--- config.mk ---
export PLATFORM = sky130hd
export DESIGN_NAME = uart_baud_divisor_search
export DESIGN_NICKNAME = d
export VERILOG_FILES = /design/src/ubds_pkg.sv /design/src/uart_baud_divisor_search.sv /design/src/ubds_div.sv
export SDC_FILE = /design/constraint.sdc
export NUM_CORES = 2
export LEC_CHECK = 0
export ABC_CLOCK_PERIOD_IN_PS = 6900
export BUFFER_PORTS_ARGS = -buffer_cell sky130_fd_sc_hd__buf_4
export CELL_PAD_IN_SITES_DETAIL_PLACEMENT = 1
export CELL_PAD_IN_SITES_GLOBAL_PLACEMENT = 2
export CORE_MARGIN = 3
export CORE_UTILIZATION = 35
export CTS_CLUSTER_SIZE = 14
export DETAILED_ROUTE_END_ITERATION = 7
export PLACE_DENSITY_LB_ADDON = 0.1
export RECOVER_POWER = 25
export SLEW_MARGIN = 20
export SYNTH_ARGS = -nofsm -noshare
export SYNTH_HDL_FRONTEND = slang
export SYNTH_SLANG_ARGS = --single-unit
export TNS_END_PERCENT = 50
--- constraint.sdc ---
create_clock -name clk -period 6.9 [get_ports clk]
set_input_delay 1.035 -clock clk [delete_from_list [all_inputs] [get_ports clk]]
set_output_delay 1.035 -clock clk [all_outputs]
set_load 0.02 [all_outputs]
--- src/ubds_pkg.sv ---
`default_nettype none
package ubds_pkg;

  localparam int unsigned CLK_W  = 32;
  localparam int unsigned BAUD_W = 24;
  localparam int unsigned DIV_W  = 8;
  localparam int unsigned GEN_W  = 32;
  localparam int unsigned QCNT_W = 5;

  localparam logic [CLK_W-1:0]  SLOW_CLK_LIMIT = 32'd1000000;
  localparam logic [BAUD_W-1:0] SLOW_RATE_CAP  = 24'd4800;
  localparam logic [DIV_W-1:0]  DIV_FIRST      = 8'd4;
  localparam logic [DIV_W-1:0]  DIV_LAST       = 8'd254;
  localparam logic [DIV_W-1:0]  DIV_NONE       = 8'd255;
  localparam logic [GEN_W-1:0]  GEN_MIN        = 32'd2;
  localparam logic [GEN_W-1:0]  GEN_MAX        = 32'd65535;
  localparam logic [6:0]        ERR_SCALE      = 7'd100;
  localparam logic [GEN_W-1:0]  ERR_LIMIT      = 32'd3;

  typedef struct packed {
    logic             start;
    logic [GEN_W-1:0] num;
    logic [GEN_W-1:0] den;
  } div_req_t;

  typedef struct packed {
    logic             done;
    logic [GEN_W-1:0] quo;
  } div_rsp_t;

endpackage
`default_nettype wire

--- src/uart_baud_divisor_search.sv ---
// Each candidate divider, 4 to 254, takes one division on the shared serial divider if its
// generator is out of range, else three; the search ends at the first accepted divider or
// after all 251 fail.
// One transaction at a time; the next is taken once the result is registered, while that
// result may still wait at the output.
// Reset (rst_n, synchronous, active low) returns to idle and drops out_valid.
`default_nettype none
module uart_baud_divisor_search (
  input  wire logic                         clk,
  input  wire logic                         rst_n,
  input  wire logic                         in_valid,
  output logic                              in_ready,
  input  wire logic [ubds_pkg::CLK_W-1:0]  in_clock_hz,
  input  wire logic [ubds_pkg::BAUD_W-1:0] in_baud_request,
  output logic                              out_valid,
  input  wire logic                         out_ready,
  output logic [ubds_pkg::DIV_W-1:0]       out_divider,
  output logic [ubds_pkg::GEN_W-1:0]       out_generator,
  output logic                              out_found
);

  typedef enum logic [3:0] {
    S_IDLE, S_GEN_MUL, S_GEN_DIV, S_ACH_MUL, S_ACH_DIV,
    S_ERR_MUL, S_ERR_DIV, S_NEXT, S_DONE
  } state_t;

  state_t                      state_r, state_nxt;
  logic [ubds_pkg::CLK_W-1:0]  clk_r, clk_nxt;
  logic [ubds_pkg::BAUD_W-1:0] rate_r, rate_nxt;
  logic [ubds_pkg::DIV_W-1:0]  div_r, div_nxt;
  logic [ubds_pkg::GEN_W-1:0]  gen_r, gen_nxt;
  logic [ubds_pkg::GEN_W-1:0]  err_r, err_nxt;
  logic                        hit_r, hit_nxt;
  logic                        start_r, start_nxt;
  logic [ubds_pkg::GEN_W-1:0]  num_r, num_nxt;
  logic [ubds_pkg::GEN_W-1:0]  den_r, den_nxt;
  logic                        ovalid_r, ovalid_nxt;
  logic [ubds_pkg::DIV_W-1:0]  odiv_r, odiv_nxt;
  logic [ubds_pkg::GEN_W-1:0]  ogen_r, ogen_nxt;
  logic                        ofound_r, ofound_nxt;

  logic [ubds_pkg::DIV_W:0]        divp1;
  logic [ubds_pkg::BAUD_W+ubds_pkg::DIV_W:0] rate_prod;
  logic [16+ubds_pkg::DIV_W:0]     gen_prod;
  logic [ubds_pkg::GEN_W+6:0]      err_prod;
  logic [ubds_pkg::GEN_W-1:0]      rate_ext;
  logic [ubds_pkg::GEN_W-1:0]      quo;
  ubds_pkg::div_req_t              dreq;
  ubds_pkg::div_rsp_t              drsp;

  assign divp1     = {1'b0, div_r} + 1'b1;
  assign rate_prod = {{(ubds_pkg::DIV_W+1){1'b0}}, rate_r}
                   * {{ubds_pkg::BAUD_W{1'b0}}, divp1};
  assign gen_prod  = {{(ubds_pkg::DIV_W+1){1'b0}}, gen_r[15:0]} * {16'd0, divp1};
  assign err_prod  = {7'd0, err_r} * {{ubds_pkg::GEN_W{1'b0}}, ubds_pkg::ERR_SCALE};
  assign rate_ext  = {{(ubds_pkg::GEN_W-ubds_pkg::BAUD_W){1'b0}}, rate_r};
  assign quo       = drsp.quo;

  assign dreq.start = start_r;
  assign dreq.num   = num_r;
  assign dreq.den   = den_r;

  ubds_div u_div (
    .clk   (clk),
    .rst_n (rst_n),
    .req   (dreq),
    .rsp   (drsp)
  );

  always_comb begin
    state_nxt  = state_r;
    clk_nxt    = clk_r;
    rate_nxt   = rate_r;
    div_nxt    = div_r;
    gen_nxt    = gen_r;
    err_nxt    = err_r;
    hit_nxt    = hit_r;
    start_nxt  = 1'b0;
    num_nxt    = num_r;
    den_nxt    = den_r;
    ovalid_nxt = ovalid_r;
    odiv_nxt   = odiv_r;
    ogen_nxt   = ogen_r;
    ofound_nxt = ofound_r;
    if (ovalid_r && out_ready) begin
      ovalid_nxt = 1'b0;
    end
    case (state_r)
      S_IDLE: begin
        if (in_valid) begin
          clk_nxt  = in_clock_hz;
          rate_nxt = in_baud_request;
          // Clamp the rate on slow reference clocks.
          if (in_clock_hz < ubds_pkg::SLOW_CLK_LIMIT &&
              in_baud_request > ubds_pkg::SLOW_RATE_CAP) begin
            rate_nxt = ubds_pkg::SLOW_RATE_CAP;
          end
          div_nxt   = ubds_pkg::DIV_FIRST;
          hit_nxt   = 1'b0;
          state_nxt = S_GEN_MUL;
        end
      end
      S_GEN_MUL: begin
        num_nxt   = clk_r;
        den_nxt   = rate_prod[ubds_pkg::GEN_W-1:0];
        start_nxt = 1'b1;
        state_nxt = S_GEN_DIV;
      end
      S_GEN_DIV: begin
        if (drsp.done) begin
          gen_nxt = quo;
          if (quo < ubds_pkg::GEN_MIN || quo > ubds_pkg::GEN_MAX) begin
            state_nxt = S_NEXT;
          end else begin
            state_nxt = S_ACH_MUL;
          end
        end
      end
      S_ACH_MUL: begin
        num_nxt   = clk_r;
        den_nxt   = {{(ubds_pkg::GEN_W-17-ubds_pkg::DIV_W){1'b0}}, gen_prod};
        start_nxt = 1'b1;
        state_nxt = S_ACH_DIV;
      end
      S_ACH_DIV: begin
        if (drsp.done) begin
          err_nxt   = (rate_ext > quo) ? rate_ext - quo : quo - rate_ext;
          state_nxt = S_ERR_MUL;
        end
      end
      S_ERR_MUL: begin
        // Product wraps at 32 bits.
        num_nxt   = err_prod[ubds_pkg::GEN_W-1:0];
        den_nxt   = rate_ext;
        start_nxt = 1'b1;
        state_nxt = S_ERR_DIV;
      end
      S_ERR_DIV: begin
        if (drsp.done) begin
          if (quo < ubds_pkg::ERR_LIMIT) begin
            hit_nxt   = 1'b1;
            state_nxt = S_DONE;
          end else begin
            state_nxt = S_NEXT;
          end
        end
      end
      S_NEXT: begin
        if (div_r == ubds_pkg::DIV_LAST) begin
          div_nxt   = ubds_pkg::DIV_NONE;
          state_nxt = S_DONE;
        end else begin
          div_nxt   = div_r + 1'b1;
          state_nxt = S_GEN_MUL;
        end
      end
      S_DONE: begin
        // Hold until the output slot is free.
        if (!ovalid_r || out_ready) begin
          ovalid_nxt = 1'b1;
          odiv_nxt   = div_r;
          ogen_nxt   = gen_r;
          ofound_nxt = hit_r;
          state_nxt  = S_IDLE;
        end
      end
      default: begin
        state_nxt = S_IDLE;
      end
    endcase
  end

  always_ff @(posedge clk) begin
    if (!rst_n) begin
      state_r  <= S_IDLE;
      start_r  <= 1'b0;
      ovalid_r <= 1'b0;
    end else begin
      state_r  <= state_nxt;
      start_r  <= start_nxt;
      ovalid_r <= ovalid_nxt;
    end
    clk_r    <= clk_nxt;
    rate_r   <= rate_nxt;
    div_r    <= div_nxt;
    gen_r    <= gen_nxt;
    err_r    <= err_nxt;
    hit_r    <= hit_nxt;
    num_r    <= num_nxt;
    den_r    <= den_nxt;
    odiv_r   <= odiv_nxt;
    ogen_r   <= ogen_nxt;
    ofound_r <= ofound_nxt;
  end

  assign in_ready      = (state_r == S_IDLE);
  assign out_valid     = ovalid_r;
  assign out_divider   = odiv_r;
  assign out_generator = ogen_r;
  assign out_found     = ofound_r;

endmodule
`default_nettype wire

--- src/ubds_div.sv ---
`default_nettype none
module ubds_div (
  input  wire logic              clk,
  input  wire logic              rst_n,
  input  wire ubds_pkg::div_req_t req,
  output ubds_pkg::div_rsp_t     rsp
);

  logic [ubds_pkg::GEN_W-1:0]  rem_r, rem_nxt;
  logic [ubds_pkg::GEN_W-1:0]  den_r, den_nxt;
  logic [ubds_pkg::GEN_W-1:0]  quo_r, quo_nxt;
  logic [ubds_pkg::QCNT_W-1:0] cnt_r, cnt_nxt;
  logic                        busy_r, busy_nxt;
  logic                        done_r, done_nxt;
  logic [ubds_pkg::GEN_W:0]    trial;

  // Restoring division, one quotient bit a cycle; a zero divisor gives all ones.
  always_comb begin
    rem_nxt  = rem_r;
    den_nxt  = den_r;
    quo_nxt  = quo_r;
    cnt_nxt  = cnt_r;
    busy_nxt = busy_r;
    done_nxt = 1'b0;
    trial    = {rem_r, quo_r[ubds_pkg::GEN_W-1]} - {1'b0, den_r};
    if (req.start) begin
      rem_nxt  = '0;
      den_nxt  = req.den;
      quo_nxt  = req.num;
      cnt_nxt  = '0;
      busy_nxt = 1'b1;
    end else if (busy_r) begin
      if (!trial[ubds_pkg::GEN_W]) begin
        rem_nxt = trial[ubds_pkg::GEN_W-1:0];
        quo_nxt = {quo_r[ubds_pkg::GEN_W-2:0], 1'b1};
      end else begin
        rem_nxt = {rem_r[ubds_pkg::GEN_W-2:0], quo_r[ubds_pkg::GEN_W-1]};
        quo_nxt = {quo_r[ubds_pkg::GEN_W-2:0], 1'b0};
      end
      cnt_nxt = cnt_r + 1'b1;
      if (cnt_r == '1) begin
        busy_nxt = 1'b0;
        done_nxt = 1'b1;
      end
    end
  end

  always_ff @(posedge clk) begin
    if (!rst_n) begin
      busy_r <= 1'b0;
      done_r <= 1'b0;
      cnt_r  <= '0;
    end else begin
      busy_r <= busy_nxt;
      done_r <= done_nxt;
      cnt_r  <= cnt_nxt;
    end
    rem_r <= rem_nxt;
    den_r <= den_nxt;
    quo_r <= quo_nxt;
  end

  assign rsp.done = done_r;
  assign rsp.quo  = quo_r;

endmodule
`default_nettype wire

Word level (Yosys, flattened, before mapping)
Index checks and enable logic that the tools add are counted.
{"block": "op_classes", "addsub": 6, "mul": 3, "n_lt_le_gt_ge": 6, "eq_ne": 16, "mux": 31, "n_bitwise": 2, "n_reduce_logical": 22}
{"op": "two-way mux 32 bit", "n": 4}
{"op": "case mux 32 bit (3 select lines)", "n": 1}
{"op": "< comparator 32 x 2 -> 1 bit, second input constant", "n": 2}
{"op": "case mux 32 bit (2 select lines)", "n": 1}
{"op": "case mux 4 bit (9 select lines)", "n": 1}
{"op": "subtractor 33 x 32 -> 33 bit", "n": 1}
{"op": "> comparator 24 x 32 -> 1 bit", "n": 1}
{"op": "> comparator 32 x 16 -> 1 bit, second input constant", "n": 1}
{"op": "< comparator 32 x 20 -> 1 bit, second input constant", "n": 1}
{"op": "multiplier 24 x 9 -> 32 bit", "n": 1}
{"op": "multiplier 32 x 5 -> 30 bit, second input constant", "n": 1}
{"op": "subtractor 24 x 32 -> 32 bit", "n": 1}
{"op": "subtractor 32 x 24 -> 32 bit", "n": 1}
{"op": "two-way mux 4 bit", "n": 7}
{"op": "multiplier 16 x 9 -> 25 bit", "n": 1}
{"op": "> comparator 24 x 13 -> 1 bit, second input constant", "n": 1}
{"op": "== test 4 x 3 -> 1 bit, second input constant", "n": 4}
{"op": "two-way mux 8 bit", "n": 2}
{"op": "case mux 8 bit (2 select lines)", "n": 1}
{"op": "two-way mux 1 bit", "n": 12}
{"op": "AND reduction 2 bit", "n": 5}
{"op": "adder 8 x 1 -> 9 bit, second input constant", "n": 1}
{"op": "adder 8 x 1 -> 8 bit, second input constant", "n": 1}
{"op": "== test 4 x 2 -> 1 bit, second input constant", "n": 2}
{"op": "other kinds (20)", "n": 32}
{"block": "word_totals", "reg_bits": 343, "in_bits": 60, "out_inout_bits": 43}

Logic depth before layout (Yosys ltp)
{"block": "depth", "depth_word": 5, "mapped_depth": 25, "ltp_nobuf": 23}

By module
A second synthesis with hierarchy kept.
{"block": "hier_totals", "cells_unflattened": 3209, "hier_area_um2": 31202.4}
{"module": "uart_baud_divisor_search", "n_inst": 1, "cells_per_inst": 2597, "area_per_inst_um2": 25034.0}
{"module": "ubds_div", "n_inst": 1, "cells_per_inst": 612, "area_per_inst_um2": 6168.4}

Worst setup path before layout
No wires, ideal clock.
{"block": "synth_path", "kind": "register to register", "startpoint": "register div_r[3] in the netlist's numbering", "endpoint": "register den_r[30] in the netlist's numbering (data pin)", "setup_ns": 0.268, "arrival_ns": 5.748, "t_required_ns": 6.632, "slack_ns": 0.884, "path_stages_with_launch": 24, "path_buffers": 2, "period_less_slack_ns": 6.016, "path_cell_list": "edfxtp_1 -> and3_1 -> and3_1 -> and3_1 -> clkbuf_1 -> clkbuf_1 -> nand2_1 -> fa_1 -> fa_1 -> inv_1 -> fa_1 -> inv_1 -> fa_1 -> inv_1 -> ha_1 -> o21a_1 -> o31a_1 -> o2111ai_1 -> nand3_1 -> a21o_1 -> a211o_1 -> a2111oi_0 -> or3_1 -> a21oi_1"}
{"block": "synth_between", "elab_chain_len": 3}
{"element": "from (decl)", "line_no": "uart_baud_divisor_search.sv:30", "rtl": "logic [ubds_pkg::DIV_W-1:0] div_r, div_nxt;"}
{"element": "from (signal assigned)", "line_no": "uart_baud_divisor_search.sv:185", "rtl": "div_r <= div_nxt;"}
{"element": "adder 8 x 1 -> 9 bit", "line_no": "uart_baud_divisor_search.sv:51", "rtl": "assign divp1 = {1'b0, div_r} + 1'b1;"}
{"element": "multiplier 24 x 9 -> 32 bit", "line_no": "uart_baud_divisor_search.sv:53", "rtl": "* {{ubds_pkg::BAUD_W{1'b0}}, divp1};"}
{"element": "case mux 32 bit (3 select lines)", "line_no": "uart_baud_divisor_search.sv:88", "rtl": "case (state_r)"}
{"element": "named net den_nxt (one bit)", "line_no": "uart_baud_divisor_search.sv:36", "rtl": "logic [ubds_pkg::GEN_W-1:0] den_r, den_nxt;"}
{"element": "to (signal assigned)", "line_no": "uart_baud_divisor_search.sv:190", "rtl": "den_r <= den_nxt;"}
{"element": "to (decl)", "line_no": "uart_baud_divisor_search.sv:36"}
The timed path passes the listed nets, and every way through them passes these cells.
A chain may end at the register's enable or synchronous reset.

Worst setup path in the final report
{"block": "layout_path", "startpoint": "register div_r[2] in the netlist's numbering", "endpoint": "register den_r[23] in the netlist's numbering (data pin)"}
{"block": "layout_between", "elab_chain_len": 3}
{"element": "adder 8 x 1 -> 9 bit (*)", "line_no": "uart_baud_divisor_search.sv:51"}
{"element": "multiplier 24 x 9 -> 32 bit / multiplier 16 x 9 -> 25 bit (equally long branches)", "line_no": "uart_baud_divisor_search.sv:53, uart_baud_divisor_search.sv:54"}
{"element": "case mux 32 bit (3 select lines) (*)", "line_no": "uart_baud_divisor_search.sv:88"}
{"element": "named net den_nxt (one bit)", "line_no": "uart_baud_divisor_search.sv:36"}
The timed path passes the listed nets; every way through them passes the cells marked *.

==> impl_metrics.yaml <==
cells_and_area:
  final_core_util: 0.398
  drive_above_1_share: 0.0766
  layoutNonFillerInstCount: 4508
  n_fill_cell: 9871
  fin_nets: 3915
  syn_to_final_growth_pct: 11.9
  final-seq-area_sq_um: 9790
  multi_input_area_sq_um: 18900
  n_antenna_cell: 0
yosys:
  synthDistinctLibCells: 87
  synth_edf_count: 296
  ys_ff_latch: 341
  ys_seq_area_frac: 0.315
  syn_area_sq_um: 31100
  async_flop_share: 0
  yosys_warnings: 0
  syn_area_per_cell_sq_um: 9.61
  synth_ff_type: "edfxtp_1"
  synthCells: 3234
  syn_nets: 3831
global_routing:
  grt_antenna_before_repair: 1
  grt_pass1_vias: 26000
  grt_pass1_wl_microns: 154000
  grt_max_degree: 66
  grt_usage: 0.214
  grt-ovfl-total: 0
timing:
  finalMaxSlewViolations: 52
  post-route-period-util: 0.951
  max-slew-margin-rel: -0.469
  hold_viol_final: 0
  finalCriticalPeriod_ns: 6.56
  setup_viol: 0
  worst_pin_slew_ns: 2.20
  fin_skew_ns: 0.0295
  max_freq_mhz: 152
cts:
  ctsHoldBuffers: 0
  clk_pin_slew_ns: 0.06
  htreeDepth: 2
  clk_path_buf_depth: 3
  cts_buffers: 45
  cts_setup_buffers: 0
  clock_latency_ns: 0.61
  clock_sinks: 341
  root_buffer: "clkbuf_16"
  cts_tree: "built"
  cts_resized: 0
floorplan:
  ios: 103
  die_w_microns: 304
  die_h_microns: 304
  core-area_sq_um: 87400
  initial_utilization: 0.356
  rows: 108
  die_area_sq_um: 92500
setup_path:
  r2r_start: "div_r[2]$_SDFFCE_PN1P_"
  worstPathArrival_ns: 6.87
  critPathRequiredTime_ns: 7.21
  end_kind: "flip-flop"
  crit_type: "flip-flop to flip-flop"
  cp_common_cell: "fa_1"
  cp-start-kind: "flip-flop"
  slowest_stage: "fa_1"
  cp_max_fo: 15
  crit_start: "div_r[2]$_SDFFCE_PN1P_"
  reg2reg_depth: 20
  max_stage_delay_ns: 0.56
  critical_path.cell_chain: "and3_1 > and3_1 > nand3_1 > xnor2_4 > buf_4 > and2_1 > fa_1 > fa_1 > fa_1 > inv_1 > fa_1 > inv_1 > ha_1 > a2111oi_0 > or3b_2 > a31oi_1 > a221oi_1 > o21ai_0 > xnor2_1 > o211ai_1"
min_path:
  min_delay_path_depth: 0
  hp-class: "flip-flop to flip-flop"
  hp-start: "den_r[3]$_DFFE_PP_"
placed_design:
  placed_cells: 4426
  hpwlAfterDp_microns: 78100
  gp_congestion: 0.859
  port-buffer-count: 102
status:
  status: "complete, but fails checks"
  violations: "max-capacitance violations, max-slew violations"
flow_run:
  drv_cap: 1
routing:
  antenna_left: 0
  wire_per_inst_microns: 21.8
  top_layer: "met4"
  wl_met1_microns: 43600
  wl_met3_microns: 3040
  route.met2.wl_microns: 48400
  drt-initial-drc-count: 991
  num_vias: 23100
  dr.pass1.iters: 4
  drc: 0
  wl_microns: 98100
  vias_per_cell: 5.12
power:
  vdd_drop_max_mv: 0.262
  p_leak_uw: 0.0158
  powerDensity_nw_per_um2: 398
==> cell usage after synthesis (14+ instances only) <==
master,number,area share
clkbuf_1,92,0.011
o21ai_0,152,0.024
dfxtp_1,45,0.029
nand4_1,23,0.0046
xnor2_1,64,0.018
o21bai_1,21,0.0051
fa_1,280,0.18
nor3_1,26,0.0042
nand2b_1,63,0.013
o211ai_1,15,0.0036
a211oi_1,27,0.0065
a31oi_1,16,0.0032
nand3_1,35,0.0056
and3_1,28,0.0056
o21a_1,27,0.0065
a21oi_1,133,0.021
a22oi_1,20,0.0048
o31ai_1,15,0.0036
nor2b_1,34,0.0068
ha_1,257,0.10
a21o_1,69,0.017
nor4_1,14,0.0028
edfxtp_1,296,0.29
mux2i_1,38,0.012
nor2_1,220,0.027
xor2_1,56,0.016
nand2_1,324,0.039
and2_1,124,0.025
inv_1,539,0.065
==> cells in the final DEF (no fill, tap or decap), types with 21 or more instances in the layout <==
cell type | Yosys | final
xor2_1 | 56 | 52
clkbuf_4 | 0 | 21
o21a_1 | 27 | 27
nor2_1 | 220 | 218
clkbuf_16 | 0 | 45
o21bai_1 | 21 | 21
xnor2_1 | 64 | 61
nand3_1 | 35 | 34
nor3_1 | 26 | 25
clkbuf_1 | 92 | 21
and3_1 | 28 | 27
o21ai_0 | 152 | 150
dfxtp_1 | 45 | 45
buf_4 | 4 | 117
and2_1 | 124 | 124
nand4_1 | 23 | 23
nand2b_1 | 63 | 63
edfxtp_1 | 296 | 296
mux2i_1 | 38 | 38
nand2_1 | 324 | 324
a21oi_1 | 133 | 133
ha_1 | 257 | 257
inv_1 | 539 | 538
fa_1 | 280 | 280
nor2b_1 | 34 | 33
a21o_1 | 69 | 69
a211oi_1 | 27 | 27
==> worst paths after layout <==
kind | slack [ns] | to
setup / recovery | 0.34 | den_r[23]$_DFFE_PP_
hold reg to reg | 0.41 | u_div.den_r[3]$_DFFE_PP_
hold / removal | 0.41 | u_div.den_r[3]$_DFFE_PP_
setup reg to reg | 0.34 | den_r[23]$_DFFE_PP_
==> flip-flops by register name, indices dropped and copies added (netlist names), 4 cells and up <==
| signal | count |
|---|---|
| clk_r | 32 |
| num_r | 32 |
| u_div.den_r | 32 |
| u_div.cnt_r | 5 |
| out_divider | 8 |
| u_div.rem_r | 32 |
| div_r | 8 |
| rate_r | 24 |
| state_r | 4 |
| u_div.quo_r | 32 |
| gen_r | 32 |
| den_r | 32 |
| err_r | 30 |
| out_generator | 32 |
==> critical path, delay by kind of cell, from the launching register on <==
kind                       cells  cell delay (ns)
AOI/OAI and AO/OA              5             1.44
xor gates and xnor gates       2             0.50
adders and majority gates      5             2.33
buffers and inverters          3             0.36
DFF                            1             0.50
and+or+nand+nor                5             1.12
==> cell families (layout without fill, tap and decap cells) <==
| family | count (synthesis) | in the layout | share of synthesized area |
|---|---|---|---|
| simple gates | 936 | 936 | 0.145 |
| buf+inv | 656 | 775 | 0.0811 |
| compound gates | 595 | 595 | 0.126 |
| fa+ha+maj | 537 | 537 | 0.284 |
| flops | 341 | 341 | 0.315 |
| xor+xnor | 121 | 121 | 0.0343 |
| mux | 48 | 48 | 0.0159 |
==> power by group <==
group          internal [uW]  switching (uW)  total (uW)  leakage (uW)
Sequential              2810             218        3030       0.00310
Clock                   1440             980        2420      0.000719
Combinational           3320            5100        8420        0.0120
Total                   7570            6300       13900        0.0158
==> layer usage <==
| layer | up-vias | GRT usage |
|---|---|---|
| met3 | 114 | 0.0266 |
| met1 | 11700 | 0.273 |
| li1 | 10900 | - |
| met5 | - | 0 |
| met4 | 0 | 0.0662 |
| met2 | 290 | 0.375 |
==> per-stage QoR <==
step / power (uW) / area (sq um) / setup TNS (ns) / hold slack (ns) / worst slack (ns)
2_1_floorplan: 9000 / 31100 / 0 / 0.400 / 0.884
6_report: 13900 / 34800 / 0 / 0.412 / 0.338
3_5_place_dp: 11500 / 33300 / 0 / 0.406 / 0.113
5_1_grt: 15200 / 34800 / -0.0232 / 0.413 / -0.00889
4_1_cts: 14100 / 34800 / 0 / 0.417 / 0.0437
3_3_place_gp: 11400 / 33300 / 0 / 0.407 / 0.217
==> final cells by class <==
class                      instances  share of cell area
tap                             1155              0.0415
clock buffer                      54              0.0336
timing repair buffer             151              0.0312
sequential                       341               0.281
inverter                         542              0.0585
multi-input combinational       2237               0.544
clock inverter                    28              0.0101
Power figures use the tool's default switching activity.
